===== config.mk =====
export PLATFORM = sky130hd
export DESIGN_NAME = sae_ctrl
export DESIGN_NICKNAME = d
export VERILOG_FILES = /design/src/sae_pkg.sv /design/src/sae_ctrl.sv
export SDC_FILE = /design/constraint.sdc
export NUM_CORES = 1
export LEC_CHECK = 0
export BUFFER_PORTS_ARGS = -buffer_cell sky130_fd_sc_hd__buf_2
export CORE_AREA = 2 2 39 41
export CTS_CLUSTER_SIZE = 25
export DETAILED_ROUTE_END_ITERATION = 10
export DIE_AREA = 0 0 41 43
export GPL_TIMING_DRIVEN = 0
export PLACE_DENSITY = 0.32
export SYNTH_ARGS = -nofsm -noshare
export SYNTH_HDL_FRONTEND = slang
export SYNTH_SLANG_ARGS = --single-unit

===== constraint.sdc =====
create_clock -name clk -period 1.8 [get_ports clk]
set_clock_uncertainty 0.15 [all_clocks]
set_input_delay 0.36 -clock clk [delete_from_list [all_inputs] [get_ports clk]]
set_output_delay 0.36 -clock clk [all_outputs]
set_load 0.005 [all_outputs]

===== src/sae_pkg.sv =====
package sae_pkg;

  // Fixed field widths
  localparam int CMD_W     = 2;
  localparam int SIZE_W    = 16;
  localparam int ALIGN_W   = 4;
  localparam int ADDR_W    = 32;
  localparam int OFF_W     = 13;
  localparam int PAD_W     = 8;
  localparam int STATUS_W  = 2;
  localparam int CFG_IDX_W = 1;
  localparam int CFG_W     = 32;

  // Parameter defaults
  localparam int ARENA_BYTES_DEF    = 4096;
  localparam int HEADER_BYTES_DEF   = 1;
  localparam int MAX_ALIGN_LOG2_DEF = 7;

  localparam logic [OFF_W-1:0] LENGTH_RESET = 13'd4096;

  typedef enum logic [CMD_W-1:0] {
    CMD_ALLOC  = 2'd0,
    CMD_FREE   = 2'd1,
    CMD_RESIZE = 2'd2,
    CMD_CLEAR  = 2'd3
  } cmd_t;

  typedef enum logic [STATUS_W-1:0] {
    ST_OK    = 2'd0,
    ST_OOM   = 2'd1,
    ST_RANGE = 2'd2,
    ST_STALE = 2'd3
  } status_t;

  typedef enum logic [CFG_IDX_W-1:0] {
    CFG_ARENA_BASE   = 1'd0,
    CFG_ARENA_LENGTH = 1'd1
  } cfg_idx_t;

  typedef enum logic [1:0] {
    S_CLEAR,
    S_IDLE,
    S_EXEC,
    S_PAD
  } state_t;

  // Controller to datapath
  typedef struct packed {
    logic load_in;
    logic clr_step;
    logic pad_read;
    logic commit_direct;
    logic commit_free;
  } ctrl_cmd_t;

  // Datapath to controller
  typedef struct packed {
    logic needs_pad;
    logic clr_last;
  } dp_stat_t;

endpackage


===== src/sae_ctrl.sv =====
module sae_ctrl (
  input  logic                clk,
  input  logic                rst,
  input  logic                in_valid,
  output logic                in_ready,
  output logic                out_valid,
  input  logic                out_ready,
  input  sae_pkg::dp_stat_t   stat,
  output sae_pkg::ctrl_cmd_t  cmd
);

  sae_pkg::state_t state, state_next;
  logic            out_free;
  logic            out_valid_next;

  assign out_free = !out_valid || out_ready;

  always_ff @(posedge clk) begin
    if (rst) begin
      state     <= sae_pkg::S_CLEAR;
      out_valid <= 1'b0;
    end else begin
      state     <= state_next;
      out_valid <= out_valid_next;
    end
  end

  always_comb begin
    state_next = state;
    unique case (state)
      sae_pkg::S_CLEAR: if (stat.clr_last) state_next = sae_pkg::S_IDLE;
      sae_pkg::S_IDLE:  if (in_valid) state_next = sae_pkg::S_EXEC;
      sae_pkg::S_EXEC: begin
        if (stat.needs_pad) begin
          state_next = sae_pkg::S_PAD;
        end else if (out_free) begin
          state_next = sae_pkg::S_IDLE;
        end
      end
      sae_pkg::S_PAD:   if (out_free) state_next = sae_pkg::S_IDLE;
      default:          state_next = sae_pkg::S_CLEAR;
    endcase
  end

  always_comb begin
    cmd               = '0;
    in_ready          = 1'b0;
    unique case (state)
      sae_pkg::S_CLEAR: cmd.clr_step = 1'b1;
      sae_pkg::S_IDLE: begin
        in_ready    = 1'b1;
        cmd.load_in = in_valid;
      end
      sae_pkg::S_EXEC: begin
        cmd.pad_read      = stat.needs_pad;
        cmd.commit_direct = !stat.needs_pad && out_free;
      end
      sae_pkg::S_PAD:   cmd.commit_free = out_free;
      default:          cmd = '0;
    endcase
    if (cmd.commit_direct || cmd.commit_free) begin
      out_valid_next = 1'b1;
    end else if (out_ready) begin
      out_valid_next = 1'b0;
    end else begin
      out_valid_next = out_valid;
    end
  end

  // A word is never overwritten while it waits downstream
  a_commit_free_slot: assert property (@(posedge clk) disable iff (rst)
    (cmd.commit_direct || cmd.commit_free) |-> (!out_valid || out_ready))
    else $error("commit while output word is held");

  // A pad read is always followed by the pad stage
  a_pad_follows: assert property (@(posedge clk) disable iff (rst)
    cmd.pad_read |=> (state == sae_pkg::S_PAD))
    else $error("pad read not followed by pad stage");

  // A new output word appears only right after a commit
  a_valid_from_commit: assert property (@(posedge clk) disable iff (rst)
    $rose(out_valid) |-> $past(cmd.commit_direct || cmd.commit_free))
    else $error("output word without commit");

  // No input is taken during the clearing sweep
  a_no_accept_clear: assert property (@(posedge clk) disable iff (rst)
    (state == sae_pkg::S_CLEAR) |-> !in_ready)
    else $error("input accepted during clear sweep");

endmodule


# ---- Word level (Yosys, flattened, before mapping)
# Cells that the tools add are included.
dict set report classes {
  eq_ne 5
  mux 12
  n_reduce_logical 8
}
# op n
set ops {}
lappend ops {{$mux W2} 5}
lappend ops {{$pmux W2 S4} 1}
lappend ops {{$mux W1} 6}
lappend ops {{$eq A2 B2 Y1 const B} 2}
lappend ops {{$ne A2 B2 Y1 const B} 2}
lappend ops {{$eq A2 B1 Y1 const B} 1}
lappend ops {{$logic_not A1 Y1} 2}
lappend ops {{$logic_not A2 Y1} 1}
lappend ops {{$logic_or A1 B1 Y1} 2}
lappend ops {{$reduce_and A2 Y1} 1}
lappend ops {{$reduce_bool A2 Y1} 1}
lappend ops {{$logic_and A1 B1 Y1} 1}
dict set report word_totals {
  ff_bits 3
  output_inout_bits 7
  wordCells 27
}

# ---- Logic depth before layout (Yosys ltp)
dict set report depth {
  ltp_word 6
  depth_mapped 4
  ltp_nobuf 3
}

# ---- Least setup slack after synthesis
# OpenSTA, ideal clock, no wires.
dict set report synth_timing {
  path_kind {input to output}
  start {input port out_ready}
  end {output port cmd[1] (netlist bit)}
  arrival_time_ns 0.855
  path_slack_ns 0.435
  path_stages 2
  path_buffers 0
  path_cell_list {and2b_1 nor4b_1}
}
# element line
set synth_lines {}
lappend synth_lines {{start, declared} sae_ctrl.sv:7} ;# input logic out_ready,
lappend synth_lines {{end, declared} sae_ctrl.sv:9} ;# output sae_pkg::ctrl_cmd_t cmd

==> impl_metrics.py <==
metrics = {
    "status": {
        "status": "complete, no violations",
    },
    "worst_setup_path": {
        "path_buf_inv": 1,
        "cp-end-kind": "primary output",
        "path_max_fanout": 5,
        "cp-start-kind": "flip-flop",
        "cp.depth": 3,
        "path_cells": "and2b_1 -> nor4b_1 -> buf_2",
        "critPathRequiredTime_ps": 1290,
        "worstRegToRegCells": 4,
        "crit_end": "cmd[1]",
        "crit_family": "simple AND/OR/NAND/NOR gates",
        "reg2reg_to": "state[0]",
        "startpoint": "out_valid",
        "path_class": "flip-flop to primary output",
        "r2r-start": "state[0]",
        "cp_slowest_stage_delay_ps": 290,
        "arrival_ps": 1120,
        "r2r_setup_slack_ps": 690,
        "critPathSlowestCell": "dfxtp_1",
    },
    "placed_design": {
        "numPortBuffers": 12,
        "dpl.hpwl_um": 356,
        "routabilityCongestion": 0.705,
        "post-place-ws_ps": 241,
        "dp.cells": 53,
        "postPlaceCellArea_um2": 272,
    },
    "routing": {
        "ant_nets": 0,
        "wl_per_cell_um": 8.88,
        "drt-total-wl_um": 506,
        "drt_iter0_drc": 1,
        "vias": 220,
        "routed_via_density": 3.86,
        "dr.pass1.iters": 4,
        "drcViolationCount": 0,
    },
    "grt": {
        "grt_util_all_layers": 0.0762,
        "antenna_found_initial": 0,
        "grt_start_max_net_pins": 11,
        "grt_pass1_wl_um": 821,
        "grt_pass1_vias": 209,
        "grt-ovfl-total": 0,
    },
    "finish": {
        "layout-drive-gt1-share": 0.463,
        "final_area_um2": 298,
        "final_cells": 57,
        "area_growth_pct": 55.6,
        "diodes": 0,
        "fin_util": 0.215,
        "nNetsFinal": 48,
    },
    "clock_network": {
        "clkLatencyLatePin_ps": 230,
        "h-tree-depth": 1,
        "hold_buffers": 0,
        "post-cts-setup-buffers": 0,
        "cts_num_sinks": 3,
        "root_buffer": "clkbuf_4",
        "cts_tree": "built",
        "numCtsBuffers": 3,
        "cts_resized": 0,
        "clk_path_buf_depth": 2,
        "clk_pin_slew_ps": 40,
    },
    "timing": {
        "fin_ws_ps": 175,
        "final_max_slew_viol_count": 0,
        "setup_viol": 0,
        "period_needed_ps": 1630,
        "setup_tns_ps": 0,
        "slew_headroom": 0.852,
        "hold_viol_final": 0,
        "max_freq_ghz": 0.615,
        "min_period_over_period": 0.903,
        "whs_ps": 166,
        "rsz0062_at_grt": "no",
        "worst_pin_slew_ps": 219,
    },
    "synth": {
        "yosys_warnings": 0,
        "synth_cell_types": 16,
        "avgSynthCellArea_um2": 7.66,
        "syn-cell-area_um2": 191,
        "synth_seq_cells": 3,
        "seq_area_frac_synth": 0.314,
        "syn_nets": 31,
        "synth_cells": 25,
    },
    "pwr": {
        "power_leakage_nw": 0.158,
        "irDropWorstVdd_mv": 0.305,
        "cellPowerDensity_nw_per_um2": 801,
        "power_mw": 0.238,
    },
    "floorplan": {
        "fp.coreArea_um2": 1380,
        "core.rowCount": 14,
        "die_area_um2": 1760,
        "chipHeight_um": 43,
        "start_util": 0.138,
        "die_w_um": 41,
        "io_pins": 13,
    },
    "flow_run": {
        "max_cap_violations": 0,
    },
    "worst_hold_path": {
        "whs_path_depth": 2,
        "hold_class": "input pin to flip-flop",
    },
}
state kept, by name (all words and copies together) (netlist names):
name / count
state: 2
out_valid: 1
report_power, final:
| part | total, mW | switching, mW | internal (mW) |
|---|---|---|---|
| clock | 0.120 | 0.0364 | 0.0832 |
| combinational | 0.0468 | 0.0219 | 0.0248 |
| sequential | 0.0721 | 0.00125 | 0.0709 |
| total | 0.238 | 0.0596 | 0.179 |
worst register-to-register path, cell delays in order (launching register included):
cell      delay (ps)
dfxtp_1          300
buf_6            130
or2_1            220
a21oi_1          130
a311oi_1          60
cell usage after synthesis:
master    number  area share
and2b_1        1       0.039
nor2_1         4       0.078
nand2b_1       1       0.033
inv_1          1       0.020
o21ai_0        1       0.026
buf_6          1       0.059
buf_4          1       0.039
dfxtp_1        3        0.31
nor2b_2        1       0.046
nor4b_1        1       0.046
or2_1          1       0.033
a21oi_1        3       0.078
nand2_1        3       0.059
and3b_2        1       0.052
a311oi_1       1       0.046
nor2b_1        1       0.033
worst min path at each step:
| stage | start | to | slack [ps] |
|---|---|---|---|
| global route | rst | out_valid | 160 |
| detailed placement | rst | state[1] | 410 |
| floorplan | rst | state[1] | 280 |
| global placement | rst | state[1] | 410 |
| finish | rst | state[1] | 170 |
| CTS | rst | state[1] | 160 |
area by class of cell:
class | count | area [um2]
fill | 160 | 1090
sequential | 3 | 60.1
timing repair buffer | 12 | 60.1
inverter | 1 | 3.75
clock buffer | 4 | 26.3
tap | 16 | 20.0
multi-input combinational | 19 | 109
buffer | 2 | 18.8
layout by cell type (no fill, tap or decap):
master	n
clkbuf_4	3
nor2b_2	1
nor4b_1	1
a311oi_1	1
and3b_2	1
dfxtp_1	3
a21oi_1	3
nor2b_1	1
buf_2	12
buf_6	1
nand2b_1	1
clkbuf_1	1
buf_4	1
inv_1	1
nor2_1	4
nand2_1	3
o21ai_0	1
and2b_1	1
or2_1	1
layer usage:
metal,share of wire,track usage
met2,0.49,0.0938
met3,0.067,0.0314
met5,0,0
met1,0.41,0.0801
met4,0.034,0.100
kinds of logic after synthesis:
family                 synth area share
AND/OR/NAND/NOR                   0.418
flip-flops                        0.314
buffers and inverters             0.118
AO/OA/AOI/OAI                     0.150
Power figures use the tool's default switching activity.
